File: src/design/frwl_pkg.sv
`timescale 1ns / 1ps

package frwl_pkg;

    localparam int HOLDER_DEPTH = 16;
    localparam int WAIT_DEPTH   = 16;
    localparam int MAX_RESULTS  = 17;
    localparam int MAX_GRANTS   = MAX_RESULTS - 1;

    localparam int AGENT_W  = 6;
    localparam int STATUS_W = 3;

    localparam int HIDX_W  = (HOLDER_DEPTH > 1) ? $clog2(HOLDER_DEPTH) : 1;
    localparam int HCNT_W  = $clog2(HOLDER_DEPTH + 1);
    localparam int WIDX_W  = (WAIT_DEPTH > 1) ? $clog2(WAIT_DEPTH) : 1;
    localparam int WCNT_W  = $clog2(WAIT_DEPTH + 1);
    localparam int GCNT_W  = $clog2(MAX_GRANTS + 1);

    localparam logic CMD_ACQUIRE = 1'b0;
    localparam logic CMD_RELEASE = 1'b1;

    typedef enum logic [STATUS_W-1:0] {
        ST_GRANTED    = 3'd0,
        ST_QUEUED     = 3'd1,
        ST_RELEASED   = 3'd2,
        ST_FULL       = 3'd3,
        ST_NOT_HOLDER = 3'd4
    } status_t;

    typedef enum logic [2:0] {
        S_IDLE,
        S_ACQ,
        S_SCAN,
        S_REPORT,
        S_GRANT
    } state_t;

endpackage

File: src/design/frwl_req_if.sv
`timescale 1ns / 1ps

interface frwl_req_if
    import frwl_pkg::*;
();
    logic               valid;
    logic               ready;
    logic               cmd;
    logic [AGENT_W-1:0] requester;
    logic               want_write;

    modport source (output valid, cmd, requester, want_write, input ready);
    modport sink   (input valid, cmd, requester, want_write, output ready);
endinterface

File: src/design/frwl_rsp_if.sv
`timescale 1ns / 1ps

interface frwl_rsp_if
    import frwl_pkg::*;
();
    logic                valid;
    logic                ready;
    logic [AGENT_W-1:0]  agent;
    logic [STATUS_W-1:0] status;
    logic                last;

    modport source (output valid, agent, status, last, input ready);
    modport sink   (input valid, agent, status, last, output ready);
endinterface

File: src/design/fifo_reader_writer_lock_arbiter.sv
`timescale 1ns / 1ps
// Fair reader-writer lock arbiter with a FIFO of waiting agents.
// req (sink): one transaction per command; cmd 0 acquires (want_write picks
//   shared or exclusive), cmd 1 releases on behalf of requester.
// rsp (source): result transactions; last marks the final one of a command.
//   An acquire yields one result (granted, queued or queue full). A release
//   yields "not holder", or "released" followed by one grant per waiter
//   woken, in queue order.
// Sequencing: an acquire is taken in S_IDLE and its result loaded from S_ACQ
//   once the output register is free. A release walks the holder table one
//   entry a cycle through a single comparator in S_SCAN, up to all 16
//   entries, then loads the released or not-holder result from S_REPORT;
//   each waiter granted passes through S_GRANT and S_REPORT in turn.
// One command is worked at a time; req.ready is high only while the
//   sequencer is idle, though the last result may still sit in the output
//   register waiting for rsp.ready.
// A stalled rsp.ready holds the output register and the sequencer waits.
// Reset (rst_n low, asynchronous) empties the holder table and the queue and
//   sets read mode; the block is ready as soon as reset is released.
module fifo_reader_writer_lock_arbiter
    import frwl_pkg::*;
(
    input  logic        clk,
    input  logic        rst_n,
    frwl_req_if.sink    req,
    frwl_rsp_if.source  rsp
);

    // control state
    state_t                  state_reg, state_next;
    logic [HOLDER_DEPTH-1:0] holder_valid_reg;
    logic [HCNT_W-1:0]       holder_count_reg, holder_count_next;
    logic [WIDX_W-1:0]       wait_head_reg, wait_head_next;
    logic [WCNT_W-1:0]       wait_count_reg, wait_count_next;
    logic                    mode_write_reg, mode_write_next;
    logic [HIDX_W-1:0]       scan_idx_reg, scan_idx_next;
    logic [GCNT_W-1:0]       grant_cnt_reg, grant_cnt_next;
    logic                    pend_chain_reg, pend_chain_next;
    logic                    rsp_valid_reg, rsp_valid_next;

    // payload state
    logic [AGENT_W-1:0]      holder_agent_reg [HOLDER_DEPTH];
    logic [AGENT_W-1:0]      waiter_agent_reg [WAIT_DEPTH];
    logic                    waiter_writes_reg [WAIT_DEPTH];
    logic [AGENT_W-1:0]      who_reg;
    logic                    wr_reg;
    logic [AGENT_W-1:0]      pend_agent_reg, pend_agent_next;
    status_t                 pend_status_reg, pend_status_next;
    logic [AGENT_W-1:0]      rsp_agent_reg, rsp_agent_next;
    status_t                 rsp_status_reg, rsp_status_next;
    logic                    rsp_last_reg, rsp_last_next;

    // write strobes for the tables
    logic                    hold_set_en;
    logic [HIDX_W-1:0]       hold_set_idx;
    logic [AGENT_W-1:0]      hold_set_agent;
    logic                    hold_clr_en;
    logic                    wait_push_en;
    logic                    req_take;
    logic                    rsp_load;

    logic                    out_free;
    logic [HIDX_W-1:0]       free_idx;
    logic                    holders_full;
    logic [WCNT_W:0]         tail_sum;
    logic [WIDX_W-1:0]       tail_idx;
    logic                    head_writes;
    logic [AGENT_W-1:0]      head_agent;
    logic                    grant_ok;
    logic                    scan_hit;
    logic                    acq_grant;

    function automatic logic [HIDX_W-1:0] first_free(input logic [HOLDER_DEPTH-1:0] valid);
        logic [HIDX_W-1:0] idx;
        idx = '0;
        for (int i = HOLDER_DEPTH - 1; i >= 0; i--)
        begin
            if (!valid[i])
            begin
                idx = HIDX_W'(i);
            end
        end
        return idx;
    endfunction

    assign req.ready  = (state_reg == S_IDLE);
    assign rsp.valid  = rsp_valid_reg;
    assign rsp.agent  = rsp_agent_reg;
    assign rsp.status = rsp_status_reg;
    assign rsp.last   = rsp_last_reg;

    assign out_free     = !rsp_valid_reg || rsp.ready;
    assign free_idx     = first_free(holder_valid_reg);
    assign holders_full = (holder_count_reg >= HCNT_W'(HOLDER_DEPTH));

    // queue tail, wrapped with one compare and subtract
    always_comb
    begin
        tail_sum = {{(WCNT_W + 1 - WIDX_W){1'b0}}, wait_head_reg} + {1'b0, wait_count_reg};
        if (tail_sum >= (WCNT_W + 1)'(WAIT_DEPTH))
        begin
            tail_sum = tail_sum - (WCNT_W + 1)'(WAIT_DEPTH);
        end
        tail_idx = tail_sum[WIDX_W-1:0];
    end

    assign head_agent  = waiter_agent_reg[wait_head_reg];
    assign head_writes = waiter_writes_reg[wait_head_reg];

    // can the queue head be granted against the current holder state
    assign grant_ok = (wait_count_reg != '0) && (grant_cnt_reg < GCNT_W'(MAX_GRANTS)) &&
                      ((holder_count_reg == '0) ||
                       (!head_writes && !mode_write_reg && !holders_full));

    assign scan_hit = holder_valid_reg[scan_idx_reg] &&
                      (holder_agent_reg[scan_idx_reg] == who_reg);

    assign acq_grant = (wait_count_reg == '0) &&
                       ((holder_count_reg == '0) ||
                        (!wr_reg && !mode_write_reg && !holders_full));

    always_comb
    begin
        state_next        = state_reg;
        holder_count_next = holder_count_reg;
        wait_head_next    = wait_head_reg;
        wait_count_next   = wait_count_reg;
        mode_write_next   = mode_write_reg;
        scan_idx_next     = scan_idx_reg;
        grant_cnt_next    = grant_cnt_reg;
        pend_chain_next   = pend_chain_reg;
        pend_agent_next   = pend_agent_reg;
        pend_status_next  = pend_status_reg;
        rsp_valid_next    = rsp_valid_reg && !rsp.ready;
        rsp_agent_next    = rsp_agent_reg;
        rsp_status_next   = rsp_status_reg;
        rsp_last_next     = rsp_last_reg;
        hold_set_en       = 1'b0;
        hold_set_idx      = free_idx;
        hold_set_agent    = who_reg;
        hold_clr_en       = 1'b0;
        wait_push_en      = 1'b0;
        req_take          = 1'b0;
        rsp_load          = 1'b0;

        case (state_reg)
            S_IDLE:
            begin
                if (req.valid)
                begin
                    req_take       = 1'b1;
                    scan_idx_next  = '0;
                    grant_cnt_next = '0;
                    state_next     = (req.cmd == CMD_RELEASE) ? S_SCAN : S_ACQ;
                end
            end

            S_ACQ:
            begin
                if (out_free)
                begin
                    rsp_load       = 1'b1;
                    rsp_agent_next = who_reg;
                    rsp_last_next  = 1'b1;
                    if (acq_grant)
                    begin
                        if (holder_count_reg == '0)
                        begin
                            mode_write_next = wr_reg;
                        end
                        hold_set_en       = 1'b1;
                        holder_count_next = holder_count_reg + 1'b1;
                        rsp_status_next   = ST_GRANTED;
                    end
                    else if (wait_count_reg >= WCNT_W'(WAIT_DEPTH))
                    begin
                        rsp_status_next = ST_FULL;
                    end
                    else
                    begin
                        wait_push_en    = 1'b1;
                        wait_count_next = wait_count_reg + 1'b1;
                        rsp_status_next = ST_QUEUED;
                    end
                    state_next = S_IDLE;
                end
            end

            S_SCAN:
            begin
                pend_agent_next = who_reg;
                if (scan_hit)
                begin
                    hold_clr_en       = 1'b1;
                    holder_count_next = holder_count_reg - 1'b1;
                    pend_status_next  = ST_RELEASED;
                    pend_chain_next   = 1'b1;
                    state_next        = S_REPORT;
                end
                else if (scan_idx_reg == HIDX_W'(HOLDER_DEPTH - 1))
                begin
                    pend_status_next = ST_NOT_HOLDER;
                    pend_chain_next  = 1'b0;
                    state_next       = S_REPORT;
                end
                else
                begin
                    scan_idx_next = scan_idx_reg + 1'b1;
                end
            end

            S_REPORT:
            begin
                if (out_free)
                begin
                    rsp_load        = 1'b1;
                    rsp_agent_next  = pend_agent_reg;
                    rsp_status_next = pend_status_reg;
                    rsp_last_next   = !(pend_chain_reg && grant_ok);
                    state_next      = (pend_chain_reg && grant_ok) ? S_GRANT : S_IDLE;
                end
            end

            S_GRANT:
            begin
                if (holder_count_reg == '0)
                begin
                    mode_write_next = head_writes;
                end
                hold_set_en       = 1'b1;
                hold_set_agent    = head_agent;
                holder_count_next = holder_count_reg + 1'b1;
                wait_head_next    = (wait_head_reg == WIDX_W'(WAIT_DEPTH - 1)) ?
                                    '0 : wait_head_reg + 1'b1;
                wait_count_next   = wait_count_reg - 1'b1;
                grant_cnt_next    = grant_cnt_reg + 1'b1;
                pend_agent_next   = head_agent;
                pend_status_next  = ST_GRANTED;
                pend_chain_next   = 1'b1;
                state_next        = S_REPORT;
            end

            default:
            begin
                state_next = S_IDLE;
            end
        endcase

        if (rsp_load)
        begin
            rsp_valid_next = 1'b1;
        end
    end

    always_ff @(posedge clk or negedge rst_n)
    begin
        if (!rst_n)
        begin
            state_reg        <= S_IDLE;
            holder_valid_reg <= '0;
            holder_count_reg <= '0;
            wait_head_reg    <= '0;
            wait_count_reg   <= '0;
            mode_write_reg   <= 1'b0;
            scan_idx_reg     <= '0;
            grant_cnt_reg    <= '0;
            pend_chain_reg   <= 1'b0;
            rsp_valid_reg    <= 1'b0;
        end
        else
        begin
            state_reg        <= state_next;
            holder_count_reg <= holder_count_next;
            wait_head_reg    <= wait_head_next;
            wait_count_reg   <= wait_count_next;
            mode_write_reg   <= mode_write_next;
            scan_idx_reg     <= scan_idx_next;
            grant_cnt_reg    <= grant_cnt_next;
            pend_chain_reg   <= pend_chain_next;
            rsp_valid_reg    <= rsp_valid_next;
            if (hold_set_en)
            begin
                holder_valid_reg[hold_set_idx] <= 1'b1;
            end
            if (hold_clr_en)
            begin
                holder_valid_reg[scan_idx_reg] <= 1'b0;
            end
        end
    end

    always_ff @(posedge clk)
    begin
        if (req_take)
        begin
            who_reg <= req.requester;
            wr_reg  <= req.want_write;
        end
        if (hold_set_en)
        begin
            holder_agent_reg[hold_set_idx] <= hold_set_agent;
        end
        if (wait_push_en)
        begin
            waiter_agent_reg[tail_idx]  <= who_reg;
            waiter_writes_reg[tail_idx] <= wr_reg;
        end
        pend_agent_reg  <= pend_agent_next;
        pend_status_reg <= pend_status_next;
        rsp_agent_reg   <= rsp_agent_next;
        rsp_status_reg  <= rsp_status_next;
        rsp_last_reg    <= rsp_last_next;
    end

endmodule

File: src/flat_wrapper.sv
// flat-port wrapper written by rule: the top's interface ports become plain ports
module fifo_reader_writer_lock_arbiter_flat import frwl_pkg::*;
  (clk, rst_n, req_valid, req_cmd, req_requester, req_want_write, req_ready, rsp_valid, rsp_agent, rsp_status, rsp_last, rsp_ready);
  frwl_req_if req_i ();
  frwl_rsp_if rsp_i ();
  input  logic clk;
  input  logic rst_n;
  input wire logic [$bits(req_i.valid)-1:0] req_valid;
  input wire logic [$bits(req_i.cmd)-1:0] req_cmd;
  input wire logic [$bits(req_i.requester)-1:0] req_requester;
  input wire logic [$bits(req_i.want_write)-1:0] req_want_write;
  output wire logic [$bits(req_i.ready)-1:0] req_ready;
  output wire logic [$bits(rsp_i.valid)-1:0] rsp_valid;
  output wire logic [$bits(rsp_i.agent)-1:0] rsp_agent;
  output wire logic [$bits(rsp_i.status)-1:0] rsp_status;
  output wire logic [$bits(rsp_i.last)-1:0] rsp_last;
  input wire logic [$bits(rsp_i.ready)-1:0] rsp_ready;
  assign req_i.valid = req_valid;
  assign req_i.cmd = req_cmd;
  assign req_i.requester = req_requester;
  assign req_i.want_write = req_want_write;
  assign req_ready = req_i.ready;
  assign rsp_valid = rsp_i.valid;
  assign rsp_agent = rsp_i.agent;
  assign rsp_status = rsp_i.status;
  assign rsp_last = rsp_i.last;
  assign rsp_i.ready = rsp_ready;
  fifo_reader_writer_lock_arbiter u_core (.clk(clk), .rst_n(rst_n), .req(req_i), .rsp(rsp_i));
endmodule
File: config.mk
export PLATFORM = sky130hd
export DESIGN_NAME = fifo_reader_writer_lock_arbiter_flat
export DESIGN_NICKNAME = d
export VERILOG_FILES = /design/src/design/frwl_pkg.sv /design/src/design/frwl_req_if.sv /design/src/design/frwl_rsp_if.sv /design/src/design/fifo_reader_writer_lock_arbiter.sv /design/src/flat_wrapper.sv
export SDC_FILE = /design/constraint.sdc
export NUM_CORES = 1
export LEC_CHECK = 0
export BUFFER_PORTS_ARGS = -buffer_cell sky130_fd_sc_hd__buf_2
export CAP_MARGIN = 15
export CELL_PAD_IN_SITES_DETAIL_PLACEMENT = 1
export CELL_PAD_IN_SITES_GLOBAL_PLACEMENT = 2
export CORE_UTILIZATION = 47
export CTS_CLUSTER_DIAMETER = 40
export DETAILED_ROUTE_END_ITERATION = 8
export PLACE_DENSITY_LB_ADDON = 0.1
export RECOVER_POWER = 25
export SLEW_MARGIN = 0
export SYNTH_ARGS = -nofsm -noshare
export SYNTH_HDL_FRONTEND = slang
export SYNTH_SLANG_ARGS = --single-unit
File: constraint.sdc
create_clock -name clk -period 3.5 [get_ports clk]
set_input_delay 0.175 -clock clk [delete_from_list [all_inputs] [get_ports clk]]
set_output_delay 0.175 -clock clk [all_outputs]
set_load 0.005 [all_outputs]
Word-level counts from Yosys, hierarchy flattened

Memory sizes are Yosys's and may differ from the RTL's.
Index checks and enable logic that the tools add are counted.

Register bits after elaboration: 71
Bits in writable memories: 208
Input bits: 12
Output and inout port bits: 12
Memories kept: 3

Memories:

| name                     | depth | width | read ports | clocked after Yosys merged registers in | write ports | line                                  | RTL |
|---|---|---|---|---|---|---|---|
| u_core.holder_agent_reg  | 16    | 6     | 1          | 0                                       | 1           | fifo_reader_writer_lock_arbiter.sv:42 | `logic [AGENT_W-1:0] holder_agent_reg [HOLDER_DEPTH];` |
| u_core.waiter_agent_reg  | 16    | 6     | 1          | 0                                       | 1           | fifo_reader_writer_lock_arbiter.sv:43 | `logic [AGENT_W-1:0] waiter_agent_reg [WAIT_DEPTH];` |
| u_core.waiter_writes_reg | 16    | 1     | 1          | 0                                       | 1           | fifo_reader_writer_lock_arbiter.sv:44 | `logic waiter_writes_reg [WAIT_DEPTH];` |

Add/sub/neg operators: 9
Order comparisons: 8
Equality and inequality tests: 19
Muxes and demuxes: 90
Bitwise gates (word level): 3
Reduce and logical (&&, ||, !) cells: 41

Operators by type and width:

| cell                | count |
|---|---|
| $mux 4              | 21 |
| $mux 5              | 7 |
| $mux 3              | 11 |
| $mux 16             | 2 |
| $mux 1              | 28 |
| $pmux 6 s2          | 2 |
| $pmux 5 s2          | 2 |
| $mux 6              | 3 |
| $and 16x16->16      | 1 |
| $not 16->16         | 1 |
| $or 16x16->16       | 1 |
| $reduce_and 4->1    | 4 |
| $add 5x1->5 const B | 3 |
| $pmux 3 s5          | 1 |
| $pmux 5 s3          | 1 |
| $logic_and 1x1->1   | 12 |
| $ne 2x1->1 const B  | 6 |
| $pmux 3 s2          | 2 |
| $ge 5x5->1 const B  | 2 |
| $logic_not 5->1     | 2 |
| $lt 4x5->1 const B  | 2 |
| $ne 2x2->1 const B  | 5 |
| $reduce_bool 2->1   | 5 |
| $sub 5x1->5 const B | 2 |
| other kinds (26)    | 44 |

Depth between registers and ports, before layout

Gate-level depths: netlist of the first run.

Depth in word-level cells: 24
Depth in mapped cells: 13
Depth with buffers taken out: 10

Worst setup path after synthesis of the first run

OpenSTA, ideal clock, no wires.

Path kind: flip-flop to flip-flop
From: register u_core.wait_head_reg[0]
To: memory u_core.holder_agent_reg[0][1], data pin
Data arrival time: 2.763 ns
Slack: 0.413 ns
Cell stages (with the launch flop): 8
Path buffers: 3
Path through: dfrtp_1 > clkbuf_1 > buf_2 > buf_1 > mux4_2 > mux4_2 > nand2_1 > nand2_1

Cells in the longest elaborated chain, start to end: 2

RTL lines:

| what                               | line                                   | RTL |
|---|---|---|
| from (decl)                        | fifo_reader_writer_lock_arbiter.sv:33  | `logic [WIDX_W-1:0] wait_head_reg, wait_head_next;` |
| from (signal assigned)             | fifo_reader_writer_lock_arbiter.sv:274 | `wait_head_reg <= wait_head_next;` |
| $mem_v2 16x6                       | -                                      |  |
| $mux 6                             | fifo_reader_writer_lock_arbiter.sv:146 | `case (state_reg)` |
| named net u_core.hold_set_agent[1] | fifo_reader_writer_lock_arbiter.sv:56  | `logic [AGENT_W-1:0] hold_set_agent;` |
| to (decl)                          | fifo_reader_writer_lock_arbiter.sv:42  |  |

The timed path passes the listed nets, and every way through them passes these cells.

Final worst setup path of the first run

From: register u_core.holder_count_reg[4]
To: memory u_core.holder_agent_reg[15][1], enable pin

Cells in the longest elaborated chain, start to end: 10
Elaborated cells between the ends (all ways): 11
Classes of those cells: 1 x order compare; 5 x mux; 5 x reduce/logical

RTL lines:

| what                           | line                                   | RTL |
|---|---|---|
| from (decl)                    | fifo_reader_writer_lock_arbiter.sv:32  | `logic [HCNT_W-1:0] holder_count_reg, holder_count_next;` |
| from (signal assigned)         | fifo_reader_writer_lock_arbiter.sv:273 | `holder_count_reg <= holder_count_next;` |
| $ge 5x5->1                     | fifo_reader_writer_lock_arbiter.sv:94  | `assign holders_full = (holder_count_reg >= HCNT_W'(HOLDER_DEPTH));` |
| $logic_not 1->1                | fifo_reader_writer_lock_arbiter.sv:120 | `(!wr_reg && !mode_write_reg && !holders_full));` |
| $logic_and 1x1->1              | fifo_reader_writer_lock_arbiter.sv:120 |  |
| $logic_or 1x1->1 *             | fifo_reader_writer_lock_arbiter.sv:119 | `((holder_count_reg == '0) \|\|` |
| $logic_and 1x1->1 *            | fifo_reader_writer_lock_arbiter.sv:118 | `assign acq_grant = (wait_count_reg == '0) &&` |
| $mux 1 *                       | fifo_reader_writer_lock_arbiter.sv:165 | `if (acq_grant)` |
| $mux 1 *                       | fifo_reader_writer_lock_arbiter.sv:160 | `if (out_free)` |
| $pmux 1 s2 *                   | fifo_reader_writer_lock_arbiter.sv:146 |  |
| $mux 1 *                       | fifo_reader_writer_lock_arbiter.sv:299 | `if (hold_set_en)` |
| $mux 1 (implied by the code) * | fifo_reader_writer_lock_arbiter.sv:301 | `holder_agent_reg[hold_set_idx] <= hold_set_agent;` |

Mark *: on every way between the ends. The rest lies on a longest branch, timed or not.

==> results of run 1 <==
synth_stat cells, types with 3 or more instances:
cell type / number
nor2_1: 41
nor2b_1: 9
nand2_1: 60
and3_1: 13
nand2b_1: 6
ha_1: 15
xnor2_1: 12
o21ai_0: 24
fa_1: 3
buf_2: 6
dfrtp_1: 45
a2bb2oi_1: 14
xor2_1: 7
nand3_1: 8
mux4_2: 55
a21o_1: 7
o211ai_1: 4
a21oi_1: 18
a21boi_0: 3
clkbuf_1: 13
a22oi_1: 3
a221oi_1: 3
buf_1: 4
a31oi_1: 9
inv_1: 18
nor3_1: 6
or4_1: 3
mux2i_1: 19
o31ai_1: 3
and2_1: 11
nand3b_1: 4
mux2_2: 13
edfxtp_1: 233
nand4_1: 6
cells by family (layout without fill, tap and decap cells):
logic type / after synthesis / after routing
flops: 278 / 278
simple gates: 175 / 175
compound gates: 108 / 108
mux: 88 / 88
buf+inv: 45 / 166
xor+xnor: 19 / 19
fa+ha+maj: 18 / 18
metrics by stage:
| step | power (mW) | hold slack, ps | cell area [µm²] | worst slack, ps | utilization, % |
|---|---|---|---|---|---|
| floorplan | 6.22 | -121 | 11900 | 413 | - |
| global placement | 7.11 | 241 | 12700 | 267 | 51.5 |
| detailed placement | 7.24 | 259 | 12700 | 184 | 51.5 |
| CTS | 11.1 | 54.2 | 14000 | 171 | 57.0 |
| global route | 11.5 | 77.9 | 14000 | 56.9 | 56.9 |
| finish | 11.0 | 70.3 | 14000 | 276 | 56.9 |
power by group through the flow:
stage | Sequential (mW) | Clock (mW) | Combinational (mW)
detailed placement | 4.36 | 0 | 2.88
global placement | 4.35 | 0 | 2.77
finish | 4.30 | 3.79 | 2.88
global route | 4.34 | 3.98 | 3.15
floorplan | 4.28 | 0 | 1.94
CTS | 4.30 | 3.85 | 2.93
repair_timing:
item                                    4_1_cts  5_1_grt
hold buffers                                 10        0
gates resized for setup                       0        1
hold endpoints to repair                     36        0
endpoints found under the setup margin        0        4
routing by layer:
metal  share of wire, %  vias to the layer above  global-route usage [%]
met3                4.0                       56                    3.83
li1                   -                     3069                       -
met4                2.5                        0                    7.33
met5                  0                        -                       0
met1                 42                     3578                    31.3
met2                 52                      157                    41.7
area by class of cell:
cell class	instances	area, µm²	share of cell area, %
clock buffer	46	1040	7.46
clock inverter	22	211	1.51
multi-input combinational	408	3610	25.8
tap	324	405	2.89
sequential	278	8130	58.0
timing repair buffer	79	541	3.86
inverter	19	71.3	0.509
worst max-delay path: cells and delay by family (launching register included):
kind / cells / cell delay [ps]
AND/OR/NAND/NOR: 6 / 2050
AO/OA/AOI/OAI: 2 / 350
flip-flops: 1 / 450
final timing paths:
check	endpoint	depth (start not counted)
max	u_core.holder_agent_reg[15][1]	8
min	u_core.state_reg[0]	5
max reg2reg	u_core.holder_agent_reg[15][1]	8
min reg2reg	u_core.grant_cnt_reg[4]	1
max in group asynchronous	u_core.state_reg[0]	3
min in group asynchronous	u_core.holder_valid_reg[15]	2
==> qor.yml, run 1 <==
track_usage_pct: 24.1
drtPass1Iterations: 6
post-route-period-util_pct: 92.1
clkPwrFrac_pct: 34.5
crit_path_max_incr_delay_ps: 540
clk_latency_ps: 520
cp_slowest_cell: "and3_1"
synth_top_family_by_area: "multiplexers"
r2r-start: "u_core.holder_count_reg[4]"
switchingPower_mw: 3.41
postSynthAreaPerCell_um2: 16.3
arrival_ps: 3370
most-common-layout-cells: "233 x edfxtp_1, 60 x nand2_1, 55 x mux4_2"
synthAdderAreaFrac_pct: 2.08
drv_cap: 1
fin_skew_ps: 21.3
start_util_pct: 48.5
synth_async_sr_flop_share_pct: 16.2
portBuffers: 23
h-tree-depth: 2
viasPerCell: 5.83
p_per_area_mw_per_mm2: 783
critical_path_class: "reg -> reg"
cts.sink_count: 278
p_comb_share_pct: 26.2
place.gp.congestion: 0.856
yosysWarnings: 0
clk_path_buf_depth: 3
fp.dieH_um: 161
cts_setup_buffers: 0
vdd_drop_max_mv: 0.557
synth_cell_type_count: 59
routed_wl_mm: 29.7
hpwl_mm: 20.3
drc: 0
status: "finished, violations left"
synth.area.top_cells: "edfxtp_1 59%, mux4_2 10%, dfrtp_1 9.4%, nand2_1 1.9%, mux2i_1 1.6%"
rsz0062_at_grt: "no"
final-setup-viol-count: 0
startpoint_type: "register"
fin_crit_ps: 3220
worst_pin_slew_ps: 1640
grt_pass1_wl_mm: 46.2
clk_pin_slew_ps: 60
synthesis.nets: 761
pwr-share-seq_pct: 39.2
cts_made_buffers: 39
wl_per_cell_um: 25.3
die_width_um: 161
place_inst: 1097
hold_violations: 0
synth_top_area_share_pct: 58.7
cts_tree: "done"
via_count: 6860
cp.required_ps: 3650
coreArea_mm2: 0.0246
yosys.area.top_type: "edfxtp_1"
setup_tns_ps: 0
violations: "capacitance limit, slew limit"
dieArea_mm2: 0.0260
p_int_mw: 7.56
io_pins: 24
fin_nets: 855
synth_edf_count: 233
max_clock_freq_ghz: 0.310
ys_ff_latch: 278
synth_xor_area_share_pct: 1.40
final_antenna_net_count: 0
finalMaxSlewViolations: 28
netlist_instances: 731
sw_frac_of_total_pct: 31.1
synth_compound_area_share_pct: 6.38
n_fill_cell: 2304
grt_max_degree: 41
synthMuxAreaShare_pct: 13.3
grt-ovfl-total: 0
endpoint_kind: "register"
synth_area_mm2: 0.0119
finalNonFillerCells: 1176
drt_iter0_drc: 452
leakagePower_nw: 4.98
ys.flop_type: "edfxtp_1"
synth_seq_area_share_pct: 68.1
antenna_found_initial: 0
path_cells: "or4_1, nor2_1, o21a_1, a21oi_1, nor2_2, nand2_1, nor4b_1, and3_1"
min_path_type: "in -> reg"
relSlewSlack_pct: -9.63
diodes: 0
num_rows: 57
clockRootBuffer: "clkbuf_16"
area_growth_pct: 17.5
layout_commonest_cell: "edfxtp_1"
hold_start: "req_valid"
yosys.area_share.simple_pct: 7.10
drive_gt1_share_pct: 23.2
grt_pass1_vias: 7482
startpoint: "u_core.holder_count_reg[4]"
ff2ff_setup_slack_ps: 280
cp_max_fo: 7
Power figures use the tool's default switching activity.
==> run 2: changes to the inputs <==
--- a/config.mk
+++ b/config.mk
@@ -15,4 +15,5 @@
 export PLACE_DENSITY_LB_ADDON = 0.1
 export RECOVER_POWER = 25
+export SETUP_SLACK_MARGIN = 0.4
 export SLEW_MARGIN = 0
 export SYNTH_ARGS = -nofsm -noshare
==> constraint.sdc (replaced) <==
create_clock -name clk -period 3.5 [get_ports clk]
set_input_delay 0.7 -clock clk [delete_from_list [all_inputs] [get_ports clk]]
set_output_delay 0.7 -clock clk [all_outputs]
set_load 0.005 [all_outputs]
==> qor.yml, run 2 (synthesized netlist as in run 1, its figures left out) <==
cp.required_ps: 3840  # +190 ps
fin_crit_ps: 3060  # -163 ps
drv_cap: 1  # unchanged
dieArea_mm2: 0.0260  # unchanged
most-common-layout-cells: "233 x edfxtp_1, 60 x nand2_1, 55 x mux4_2"
vdd_drop_max_mv: 0.529  # -5.0%
cp_max_fo: 13  # +6
leakagePower_nw: 5.05  # +1.5%
post-route-period-util_pct: 87.5  # -4.7 points
area_growth_pct: 18.7
diodes: 0  # unchanged
cts.sink_count: 278  # unchanged
violations: "capacitance limit, slew limit"
final_antenna_net_count: 0  # unchanged
grt_pass1_wl_mm: 45.3  # -2.0%
place_area_mm2: 0.0127  # +0.12%
fin_nets: 856  # +0.12%
finalCoreUtilization_pct: 57.5  # +0.60 points
arrival_ps: 3400  # +30 ps
fin_skew_ps: 16.1  # -5.17 ps
io_pins: 24  # unchanged
coreArea_mm2: 0.0246  # unchanged
startpoint_type: "register"
viasPerCell: 5.82  # -0.24%
finalNonFillerCells: 1183  # +0.60%
h-tree-depth: 2  # unchanged
power_mw: 11.3  # +3.0%
num_rows: 57  # unchanged
hpwl_mm: 20.0  # -1.4%
routed_wl_mm: 29.2  # -1.7%
layout_commonest_cell: "edfxtp_1"
grt_pass1_vias: 7496  # +0.19%
clk_latency_ps: 530  # about the same
drive_gt1_share_pct: 26.4  # +3.2 points
status: "finished, violations left"
cts_tree: "done"
place_inst: 1099  # +0.18%
via_count: 6884  # +0.35%
cts_made_buffers: 42  # +7.7%
clockRootBuffer: "clkbuf_16"
drtPass1Iterations: 4  # -2
n_fill_cell: 2319  # +0.65%
antenna_found_initial: 0  # unchanged
setup_tns_ps: 0  # unchanged
relSlewSlack_pct: -4.57  # +5.1 points
grt_max_degree: 41  # unchanged
min_path_type: "in -> reg"
pwr-share-seq_pct: 38.0  # -1.2 points
fp.dieH_um: 161  # unchanged
fin_area_mm2: 0.0142  # +1.1%
critical_path_class: "reg -> reg"
clk_path_buf_depth: 3  # unchanged
place.gp.congestion: 0.846  # -1.2%
hold_violations: 0  # unchanged
clk_pin_slew_ps: 60  # about the same
drt_iter0_drc: 429  # -5.1%
final-setup-viol-count: 0  # unchanged
drc: 0  # unchanged
finalMaxSlewViolations: 25  # -11%
p_comb_share_pct: 25.8  # -0.4 points
fin_ws_ps: 439  # +163 ps
p_int_mw: 7.79  # +2.9%
portBuffers: 23  # unchanged
grt-ovfl-total: 0  # unchanged
rsz0062_at_grt: "yes"
switchingPower_mw: 3.51  # +3.1%
die_width_um: 161  # unchanged
place_ws_ps: 292  # +108 ps
worst_pin_slew_ps: 1570  # -75.9 ps
wl_per_cell_um: 24.7  # -2.3%
start_util_pct: 48.5  # unchanged
p_per_area_mw_per_mm2: 798  # +1.9%
track_usage_pct: 23.4  # -0.69 points
holdWs_ps: 349  # +279 ps
endpoint_kind: "register"
clkPwrFrac_pct: 36.2  # +1.7 points
sw_frac_of_total_pct: 31.1  # about the same
max_clock_freq_ghz: 0.327  # +5.3%
[run 2: changes by cell type in the layout (fill, tap and decap cells not counted), sizes merged, moves of 2 or more]
cell and delta:
inv +3, buf +8, dlygate4sd3 -10, clkinv +2, clkbuf -2, clkinvlp +4
[run 2: final cells by class]
type	count	area [µm²]	area share, %
Sequential cell	278	8130	57.4
Multi-Input combinational cell	409	3650	25.8
Clock buffer	45	1080	7.65
Timing Repair Buffer	76	504	3.56
Tap cell	324	405	2.86
Clock inverter	32	314	2.22
Inverter	19	71.3	0.504
[run 2: power by group through the flow]
stage / Combinational (mW) / Sequential, mW / Clock (mW)
final: 2.91 / 4.29 / 4.10
after global routing: 3.18 / 4.32 / 4.29
after CTS: 2.88 / 4.29 / 4.16
after detailed placement: 2.85 / 4.35 / 0
after global placement: 2.78 / 4.33 / 0
after floorplan: 1.94 / 4.28 / 0
[run 2: worst max-delay path, cell delays in order, from the launching register on]
cell and delay (ps):
dfrtp_2 530, buf_4 230, nor2b_1 160, a22oi_1 180, o211ai_1 220, o32ai_1 450, a2111oi_4 70, buf_4 160
and3_2 230, o311ai_0 650
[run 2: repair_timing]
| action | CTS | global route |
|---|---|---|
| cloned | 0 | 1 |
| endpoints found under the setup margin | 18 | 52 |
| endpoints found under the hold margin | 0 | 0 |
| hold buffers | 0 | 0 |
| pin swaps | 0 | 2 |
| setup buffers | 0 | 5 |
| gates resized for setup | 3 | 10 |
[run 2: layer usage]
metal	global-route usage, %	wire length, µm	vias up
met2	40.2	14800	159
met5	0	0	-
met4	8.79	1050	0
li1	-	-	3078
met1	30.0	12300	3582
met3	3.72	1120	65
[run 2: path summary, 6_finish.rpt]
kind / slack [ps] / from / end / depth (start not counted)
worst max-delay path: 440 / u_core.scan_idx_reg[2] / u_core.scan_idx_reg[0] / 9
worst min-delay path: 350 / req_requester[2] / u_core.who_reg[2] / 1
worst max register to register: 440 / u_core.scan_idx_reg[2] / u_core.scan_idx_reg[0] / 9
worst min register to register: 520 / u_core.holder_count_reg[0] / u_core.holder_count_reg[0] / 1
max in group asynchronous: 830 / rst_n / u_core.scan_idx_reg[2] / 2
min in group asynchronous: 480 / rst_n / u_core.holder_valid_reg[5] / 1
